## config.mk

```make
export PLATFORM = sky130hd
export DESIGN_NAME = erbt_ctrl
export DESIGN_NICKNAME = d
export VERILOG_FILES = /design/src/design/erbt_pkg.sv /design/src/design/erbt_ctrl.sv
export SDC_FILE = /design/constraint.sdc
export NUM_CORES = 1
export LEC_CHECK = 0
export BUFFER_PORTS_ARGS = -buffer_cell sky130_fd_sc_hd__clkbuf_2
export CAP_MARGIN = 20
export CORE_AREA = 5 5 58 81
export CTS_CLUSTER_DIAMETER = 200
export CTS_CLUSTER_SIZE = 14
export DETAILED_ROUTE_END_ITERATION = 8
export DIE_AREA = 0 0 63 86
export PLACE_DENSITY = 0.61
export SYNTH_ARGS = -nofsm -noshare
export SYNTH_HDL_FRONTEND = slang
export SYNTH_SLANG_ARGS = --single-unit
```

## constraint.sdc

```tcl
create_clock -name i_clk -period 1.6 [get_ports i_clk]
set_input_delay 0.32 -clock i_clk [delete_from_list [all_inputs] [get_ports i_clk]]
set_output_delay 0.32 -clock i_clk [all_outputs]
set_load 0.03 [all_outputs]
```

## src/design/erbt_pkg.sv

```systemverilog
// Shared types, constants and tables for the rigid-body node transform.
package erbt_pkg;

    // Fixed widths of the angle path and the matrix entries
    localparam int ANG_W   = 26;
    localparam int ENT_W   = 20;
    localparam int P18_W   = 22;
    localparam int PROD_W  = 2 * ENT_W;
    localparam int STEP_W  = 5;
    localparam int CX_W    = 34;
    localparam int CZ_W    = 33;
    localparam int AW_W    = 35;
    localparam int MIDX_W  = 4;
    localparam int MAT_STEPS = 15;

    localparam logic signed [CX_W-1:0] CORDIC_GAIN = 34'sd652032874;
    localparam logic signed [AW_W-1:0] ANG_HALF    = 35'sd3019898880;
    localparam logic signed [AW_W-1:0] ANG_FULL    = 35'sd6039797760;
    localparam logic signed [AW_W-1:0] ANG_QTR     = 35'sd1509949440;
    localparam logic signed [CX_W-1:0] UNIT_POS    = 34'sd262144;
    localparam logic signed [CX_W-1:0] UNIT_NEG    = -34'sd262144;
    localparam logic signed [P18_W+1-1:0] ENT_MAX  = 23'sd524287;
    localparam logic signed [P18_W+1-1:0] ENT_MIN  = -23'sd524288;

    typedef logic signed [ENT_W-1:0] t_ent;

    // Matrix operand selects
    typedef logic [2:0] t_sel;
    localparam t_sel SEL_SR   = 3'd0;
    localparam t_sel SEL_CR   = 3'd1;
    localparam t_sel SEL_SP   = 3'd2;
    localparam t_sel SEL_CP   = 3'd3;
    localparam t_sel SEL_SY   = 3'd4;
    localparam t_sel SEL_CY   = 3'd5;
    localparam t_sel SEL_CYSP = 3'd6;
    localparam t_sel SEL_SYSP = 3'd7;

    // Matrix step operations
    typedef logic [2:0] t_mop;
    localparam t_mop MOP_TMP  = 3'd0;  // keep product as a temporary
    localparam t_mop MOP_LOAD = 3'd1;  // load accumulator
    localparam t_mop MOP_PUT  = 3'd2;  // entry = product
    localparam t_mop MOP_ADD  = 3'd3;  // entry = acc + product
    localparam t_mop MOP_SUB  = 3'd4;  // entry = acc - product
    localparam t_mop MOP_NEG  = 3'd5;  // entry = -sin(pitch)

    typedef struct packed {
        t_sel              a;
        t_sel              b;
        t_mop              op;
        logic [MIDX_W-1:0] dst;
    } t_mstep;

    // Controller to datapath
    typedef struct packed {
        logic              cap_pose;
        logic              cap_node;
        logic              cinit;
        logic              cstep;
        logic              cstore;
        logic [1:0]        ang;
        logic [STEP_W-1:0] step;
        logic              mat_en;
        logic [MIDX_W-1:0] midx;
        logic              row_en;
        logic [1:0]        row;
        logic              load_out;
    } t_cmd;

    // Datapath to controller
    typedef struct packed {
        logic out_busy;
    } t_stat;

    // atan(2^-i) in degrees scaled by 2^24
    function automatic logic signed [CZ_W-1:0] erbt_atan(input logic [STEP_W-1:0] i);
        logic signed [CZ_W-1:0] v;
        unique case (i)
            5'd0:  v = 33'sd754974720;
            5'd1:  v = 33'sd445687602;
            5'd2:  v = 33'sd235489088;
            5'd3:  v = 33'sd119537938;
            5'd4:  v = 33'sd60000934;
            5'd5:  v = 33'sd30029717;
            5'd6:  v = 33'sd15018523;
            5'd7:  v = 33'sd7509720;
            5'd8:  v = 33'sd3754917;
            5'd9:  v = 33'sd1877466;
            5'd10: v = 33'sd938734;
            5'd11: v = 33'sd469367;
            5'd12: v = 33'sd234684;
            5'd13: v = 33'sd117342;
            5'd14: v = 33'sd58671;
            5'd15: v = 33'sd29335;
            5'd16: v = 33'sd14668;
            5'd17: v = 33'sd7334;
            5'd18: v = 33'sd3667;
            5'd19: v = 33'sd1833;
            5'd20: v = 33'sd917;
            5'd21: v = 33'sd458;
            5'd22: v = 33'sd229;
            5'd23: v = 33'sd115;
            default: v = '0;
        endcase
        return v;
    endfunction

    // Product schedule that builds the ZYX matrix
    function automatic t_mstep erbt_mat_step(input logic [MIDX_W-1:0] i);
        t_mstep s;
        unique case (i)
            4'd0:  s = '{SEL_CY,   SEL_CP, MOP_PUT,  4'd0};
            4'd1:  s = '{SEL_CY,   SEL_SP, MOP_TMP,  4'd0};
            4'd2:  s = '{SEL_SY,   SEL_SP, MOP_TMP,  4'd1};
            4'd3:  s = '{SEL_CYSP, SEL_SR, MOP_LOAD, 4'd0};
            4'd4:  s = '{SEL_SY,   SEL_CR, MOP_SUB,  4'd1};
            4'd5:  s = '{SEL_CYSP, SEL_CR, MOP_LOAD, 4'd0};
            4'd6:  s = '{SEL_SY,   SEL_SR, MOP_ADD,  4'd2};
            4'd7:  s = '{SEL_SY,   SEL_CP, MOP_PUT,  4'd3};
            4'd8:  s = '{SEL_SYSP, SEL_SR, MOP_LOAD, 4'd0};
            4'd9:  s = '{SEL_CY,   SEL_CR, MOP_ADD,  4'd4};
            4'd10: s = '{SEL_SYSP, SEL_CR, MOP_LOAD, 4'd0};
            4'd11: s = '{SEL_CY,   SEL_SR, MOP_SUB,  4'd5};
            4'd12: s = '{SEL_CP,   SEL_SR, MOP_PUT,  4'd7};
            4'd13: s = '{SEL_CP,   SEL_CR, MOP_PUT,  4'd8};
            4'd14: s = '{SEL_SP,   SEL_SP, MOP_NEG,  4'd6};
            default: s = '{SEL_SP, SEL_SP, MOP_TMP,  4'd0};
        endcase
        return s;
    endfunction

    // Clamp a sum of rounded products to the entry range
    function automatic t_ent erbt_clamp_ent(input logic signed [P18_W:0] v);
        logic signed [P18_W:0] c;
        if (v > ENT_MAX) begin
            c = ENT_MAX;
        end else if (v < ENT_MIN) begin
            c = ENT_MIN;
        end else begin
            c = v;
        end
        return c[ENT_W-1:0];
    endfunction

    // Round a CORDIC output to Q2.18, clamp to [-1,1], negate on fold
    function automatic t_ent erbt_round_sc(input logic signed [CX_W-1:0] v, input logic flip);
        logic signed [CX_W-1:0] r;
        logic signed [CX_W-1:0] c;
        r = (v + 34'sd2048) >>> 12;
        if (r > UNIT_POS) begin
            c = UNIT_POS;
        end else if (r < UNIT_NEG) begin
            c = UNIT_NEG;
        end else begin
            c = r;
        end
        if (flip) begin
            c = -c;
        end
        return c[ENT_W-1:0];
    endfunction

endpackage

```

## src/design/erbt_ctrl.sv

```systemverilog
// Sequencer for pose loads (CORDIC, matrix build) and node transforms.
module erbt_ctrl
    import erbt_pkg::*;
#(
    parameter int CORDIC_STEPS = 18
) (
    input  logic  i_clk,
    input  logic  i_rst_n,
    input  logic  i_in_valid,
    input  logic  i_in_op,
    output logic  o_in_ready,
    input  t_stat i_stat,
    output t_cmd  o_cmd
);

    localparam int CSW = (CORDIC_STEPS > 1) ? $clog2(CORDIC_STEPS) : 1;
    localparam logic [CSW-1:0] STEP_LAST = CSW'(CORDIC_STEPS - 1);

    localparam logic [3:0] S_IDLE   = 4'd0;
    localparam logic [3:0] S_PREP   = 4'd1;
    localparam logic [3:0] S_CORD   = 4'd2;
    localparam logic [3:0] S_ROUND  = 4'd3;
    localparam logic [3:0] S_MAT    = 4'd4;
    localparam logic [3:0] S_MDRAIN = 4'd5;
    localparam logic [3:0] S_ROW    = 4'd6;
    localparam logic [3:0] S_FIN    = 4'd7;
    localparam logic [3:0] S_DONE   = 4'd8;

    logic [3:0]        r_state, n_state;
    logic [1:0]        r_ang, n_ang;
    logic [CSW-1:0]    r_step, n_step;
    logic [MIDX_W-1:0] r_midx, n_midx;
    logic [1:0]        r_row, n_row;
    logic              accept;

    assign o_in_ready = (r_state == S_IDLE);
    assign accept     = i_in_valid && o_in_ready;

    // Next state and commands
    always_comb begin
        n_state = r_state;
        n_ang   = r_ang;
        n_step  = r_step;
        n_midx  = r_midx;
        n_row   = r_row;
        o_cmd          = '0;
        o_cmd.ang      = r_ang;
        o_cmd.step     = STEP_W'(r_step);
        o_cmd.midx     = r_midx;
        o_cmd.row      = r_row;
        o_cmd.cap_pose = accept && !i_in_op;
        o_cmd.cap_node = accept && i_in_op;
        unique case (r_state)
            S_IDLE: begin
                if (accept) begin
                    n_ang = '0;
                    n_row = '0;
                    n_state = i_in_op ? S_ROW : S_PREP;
                end
            end
            S_PREP: begin
                o_cmd.cinit = 1'b1;
                n_step  = '0;
                n_state = S_CORD;
            end
            S_CORD: begin
                o_cmd.cstep = 1'b1;
                if (r_step == STEP_LAST) begin
                    n_state = S_ROUND;
                end else begin
                    n_step = r_step + 1'b1;
                end
            end
            S_ROUND: begin
                o_cmd.cstore = 1'b1;
                if (r_ang == 2'd2) begin
                    n_midx  = '0;
                    n_state = S_MAT;
                end else begin
                    n_ang   = r_ang + 1'b1;
                    n_state = S_PREP;
                end
            end
            S_MAT: begin
                o_cmd.mat_en = 1'b1;
                if (r_midx == MIDX_W'(MAT_STEPS - 1)) begin
                    n_state = S_MDRAIN;
                end else begin
                    n_midx = r_midx + 1'b1;
                end
            end
            S_MDRAIN: begin
                n_state = S_IDLE;
            end
            S_ROW: begin
                o_cmd.row_en = 1'b1;
                if (r_row == 2'd2) begin
                    n_state = S_FIN;
                end else begin
                    n_row = r_row + 1'b1;
                end
            end
            S_FIN: begin
                n_state = S_DONE;
            end
            S_DONE: begin
                // hold until the output register can take the word
                if (!i_stat.out_busy) begin
                    o_cmd.load_out = 1'b1;
                    n_state = S_IDLE;
                end
            end
            default: begin
                n_state = S_IDLE;
            end
        endcase
    end

    always_ff @(posedge i_clk) begin
        if (!i_rst_n) begin
            r_state <= S_IDLE;
            r_ang   <= '0;
            r_step  <= '0;
            r_midx  <= '0;
            r_row   <= '0;
        end else begin
            r_state <= n_state;
            r_ang   <= n_ang;
            r_step  <= n_step;
            r_midx  <= n_midx;
            r_row   <= n_row;
        end
    end

    a_load_free: assert property (@(posedge i_clk) disable iff (!i_rst_n)
        o_cmd.load_out |-> !i_stat.out_busy)
        else $error("output loaded while previous word still stalled");

    a_accept_busy: assert property (@(posedge i_clk) disable iff (!i_rst_n)
        accept |=> !o_in_ready)
        else $error("ready stayed high after an accepted word");

    a_cordic_end: assert property (@(posedge i_clk) disable iff (!i_rst_n)
        (r_state == S_CORD && r_step == STEP_LAST) |=> (r_state == S_ROUND))
        else $error("CORDIC did not end after its last step");

endmodule

```

* Yosys cells after proc, flatten, opt, wreduce, memory -nomap -nowiden
Index checks and enable logic that the tools add are counted.
** Cells by class
- $add $sub $neg :: 4
- Multiplexer cells :: 25
- Reduce and logical (&&, ||, !) cells :: 14
- Eq/ne operators :: 21
** Operator list (count)
- 4-bit case mux with 8 select lines :: 1
- 4-bit 2-to-1 mux :: 7
- 2-bit != test, second input constant :: 9
- 4-bit by 3-bit == test with 1-bit output, second input constant :: 3
- 5-bit case mux with 2 select lines :: 1
- 3-bit AND reduction :: 3
- 4-bit by 2-bit == test with 1-bit output, second input constant :: 2
- 4-bit == test, second input constant :: 2
- 2-bit case mux with 2 select lines :: 2
- 4-bit case mux with 2 select lines :: 1
- 2-bit nonzero test :: 4
- 1-bit 2-to-1 mux :: 7
- 2-bit 2-to-1 mux :: 3
- 3-bit 2-to-1 mux :: 2
- 5-bit by 1-bit adder with 5-bit output, second input constant :: 1
- 5-bit == test, second input constant :: 1
- 5-bit 2-to-1 mux :: 1
- 5-bit AND reduction :: 1
- 2-bit by 1-bit adder with 2-bit output, second input constant :: 2
- 4-bit by 1-bit adder with 4-bit output, second input constant :: 1
- 2-bit == test, second input constant :: 2
- 4-bit by 1-bit == test with 1-bit output, second input constant :: 1
- 4-bit logical NOT :: 1
- 1-bit logical AND :: 3
- 3 further kinds :: 3
** Word-level totals
- Flip-flop bits (word level) :: 17

* Logic depth before layout (Yosys ltp)
- Word-level depth :: 4
- Depth in mapped cells :: 6
- Gate-level depth less buffers :: 6

* Least setup slack after synthesis
No wires, ideal clock.
- Path type :: register -> output
- From :: register r_state[2]
- To :: output port o_cmd[20] (netlist name)
- Path buffers :: 1
- Cell stages (with the launch flop) :: 5
- Required time :: 1.280 ns
- Data arrival time :: 2.034 ns
- Setup slack :: -0.754 ns
- Cell sequence :: dfxtp_1 clkbuf_4 nor4_2 nand2_1 nor2_1
** RTL lines
- start, declared :: RTL line erbt_ctrl.sv:29 : logic [3:0] r_state, n_state;
- start signal, assigned :: RTL line erbt_ctrl.sv:127 : r_state <= n_state;
- end, declared :: RTL line erbt_ctrl.sv:13 : output t_cmd o_cmd

==> out/metrics.yaml <==
status: "complete, but fails checks"
failed_checks: "negative setup slack"
worst_path_dominant_cell_family: "simple AND/OR/NAND/NOR gates"
power_leakage_uw: 0.000762
slew_headroom_pct: 77.9
power.ir.vdd_worst_uv: 918
postSynthNetCount: 136
synth_cell_type_count: 49
startpoint_class: "flip-flop"
antenna_found_initial: 0
setup_viol_count_final: 15
dp_hpwl_um: 2210
critical_path_cell_sequence: "buf_6, nor4_4, and3_4, buf_8"
synth_sequential_area_ratio_pct: 30.6
die_area_um2: 5420
max-clock-path-buffers: 2
floorplan.initialDensity_pct: 28.7
layout_worst_path_cycle_share_pct: 112
ctsRootBufferMaster: "clkbuf_8"
drtAntennaViolNets: 0
cts.htree.levels: 1
clkTransAtPathRegs_ns: 0.07
clkLatencyLatePin_ns: 0.26
worstPathArrival_ns: 1.47
areaGrowthSynthToFinish_pct: 62.1
first_iter_violations: 35
rsz0062_at_grt: "yes"
clock.fmax_mhz: 558
period_needed_ns: 1.79
numClockSinks: 17
total_global_routing_track_utilization_pct: 12.3
buffer_ports.inserted: 26
n_antenna_cell: 0
timing.critical_path.to_type: "output port"
wire_length_of_the_first_global_routing_pass_um: 5470
crit_buf_inv: 2
mappedNetlistArea_um2: 1110
postPlaceCellArea_um2: 1400
hold_buffers: 0
detailroute.via_count: 1139
dieHeight_um: 86
worst_setup_slack_final_ns: -0.191
grt.overflow.total: 0
timing.max_cap.violations: 0
gpl.final_weighted_congestion: 0.812
synth.avg_cell_area_um2: 8.91
drive_gt1_share_pct: 50.5
yosys_most_used_dff: "dfxtp_1"
drt_drc_violations_left: 0
clock_tree_from_tritoncts: "built"
cts_buffers: 3
tightestPinTransition_ns: 0.329
grt_max_degree: 16
synth_cells: 125
asyncSetResetFlopFracSynth_pct: 0
via_per_inst: 5.02
worst_path_largest_cell_delay_ns: 0.37
worst_clock_skew_ns: 0.00560
io-pin-count: 27
synth_largest_area_cell: "dfxtp_1"
chipWidth_um: 63
category_of_the_most_critical_setup_path: "flip-flop to output port"
floorplan.core_area_um2: 3880
yosys.area.top_type_share_pct: 30.6
firstDrtPassIters: 4
rows: 27
final_area_um2: 1810
report.power.total_uw: 2800
first_global_vias: 1211
hold_path.class: "primary input to flip-flop"
report.final.hold_viol_count: 0
yosysWarningCount: 0
timing.critical_path.required_ns: 1.28
cp_slowest_cell: "dfxtp_4"
powerDensity_nw_per_um2: 1550
synth_edf_count: 0
totalWireLength_um: 3240
timing.critical_path.fanout_max: 5
ys_ff_latch: 17
slew_violations: 0
synthTopCellsByArea: "dfxtp_1 31%, ha_1 6.7%, nor4b_4 4.3%"
fin_nets: 196
routedWlPerCell_um: 14.3
[report_power, final]
| part | total, uW | internal (uW) | switching [uW] |
|---|---|---|---|
| registers | 598 | 500 | 97.5 |
| clock network | 334 | 173 | 161 |
| logic | 1870 | 1010 | 858 |
| total | 2800 | 1680 | 1120 |
[worst min-delay path, cell delays in order]
cell      delay [ns]
clkbuf_2        0.14
mux2i_2         0.09
nand2_1         0.06
a21boi_1        0.05
[metrics by stage]
stage	setup TNS (ns)	std cells	setup WS [ns]	utilization [%]	hold slack [ns]
after floorplan	-1.10	125	-0.172	-	0.474
after global placement	0	201	0.0174	36.1	0.467
after detailed placement	-0.0439	201	-0.0433	36.1	0.493
after CTS	-1.52	224	-0.218	44.5	0.450
after global routing	-2.79	227	-0.246	46.5	0.497
final	-1.39	227	-0.191	46.5	0.457
[layout by cell type (no fill, tap or decap), drive strengths merged, types with 2 or more instances in the layout]
| master | netlist | layout |
|---|---|---|
| or3 | 4 | 4 |
| o21ai | 7 | 7 |
| buf | 3 | 39 |
| nor2b | 3 | 3 |
| nand3 | 3 | 3 |
| a22oi | 2 | 2 |
| mux2i | 4 | 4 |
| nor4b | 2 | 2 |
| ha | 6 | 6 |
| nand4 | 2 | 2 |
| o211ai | 3 | 3 |
| dfxtp | 17 | 17 |
| inv | 9 | 9 |
| clkinv | 1 | 2 |
| nor2 | 6 | 6 |
| a21boi | 5 | 5 |
| clkbuf | 2 | 24 |
| nand2 | 9 | 9 |
| or4b | 2 | 2 |
| xnor2 | 2 | 2 |
| and4 | 2 | 2 |
| a21oi | 7 | 7 |
| and2 | 3 | 3 |
| or2 | 2 | 2 |
[final cells by class]
| type | count | area [um^2] |
|---|---|---|
| inverters | 10 | 42.5 |
| clock inverters | 1 | 5.00 |
| fillers | 379 | 2080 |
| well taps | 43 | 53.8 |
| multi-input cells | 93 | 791 |
| repair buffers | 60 | 517 |
| clock buffers | 3 | 41.3 |
| flip-flops and latches | 17 | 355 |
[state kept, by name, indices dropped and copies added, names as in the netlist]
register and cells:
r_ang 2, r_midx 4, r_row 2, r_state 4
r_step 5
[timing repair]
action,4_1_cts,5_1_grt
buffers inserted,20,4
cloned,0,0
gates resized for setup,37,19
endpoints found under the setup margin,13,24
pin swaps,16,10
[Yosys cell counts (2+ instances only)]
cell type	instances
dfxtp_1	17
nand2_1	9
inv_1	8
a21oi_1	7
ha_1	6
nor2_1	6
a21boi_1	5
o21ai_0	5
mux2i_1	4
or3_1	4
and2_1	3
nand3_1	3
nor2b_1	3
o211ai_1	3
and4_1	2
buf_2	2
nand4_1	2
nor4b_4	2
o21ai_1	2
or4b_4	2
xnor2_1	2
[final timing paths]
path / from / endpoint / slack [ns] / cells after the start
setup reg to reg: r_state[3]$_SDFFE_PN0P_ / r_step[2]$_SDFFE_PN0P_ / -0.10 / 7
hold reg to reg: r_ang[1]$_SDFFE_PN0P_ / r_ang[1]$_SDFFE_PN0P_ / 0.51 / 2
hold / removal: i_in_valid / r_ang[1]$_SDFFE_PN0P_ / 0.46 / 4
setup / recovery: r_state[2]$_SDFFE_PN0P_ / o_cmd[19] / -0.19 / 4
[routing by layer]
| layer | routed length, um | part of all wire [%] | track usage (%) | up-vias |
|---|---|---|---|---|
| li1 | - | - | - | 571 |
| met1 | 1280 | 40 | 13.2 | 540 |
| met2 | 1780 | 55 | 23.2 | 23 |
| met3 | 133 | 4.1 | 2.75 | 5 |
| met4 | 41 | 1.3 | 4.25 | 0 |
| met5 | 0 | 0 | 0 | - |
[cell families (layout without fill, tap and decap cells)]
kind of cell,after synthesis,count (layout),share of synthesized area [%]
XOR/XNOR,3,3,2.36
buffers and inverters,15,74,6.40
multiplexers,4,4,3.60
adder cells (fa/ha/maj),6,6,6.74
flip-flops,17,17,30.6
AND/OR/NAND/NOR,49,49,31.3
AO/OA/AOI/OAI,31,31,19.0
(Power assumes the default switching activity.)
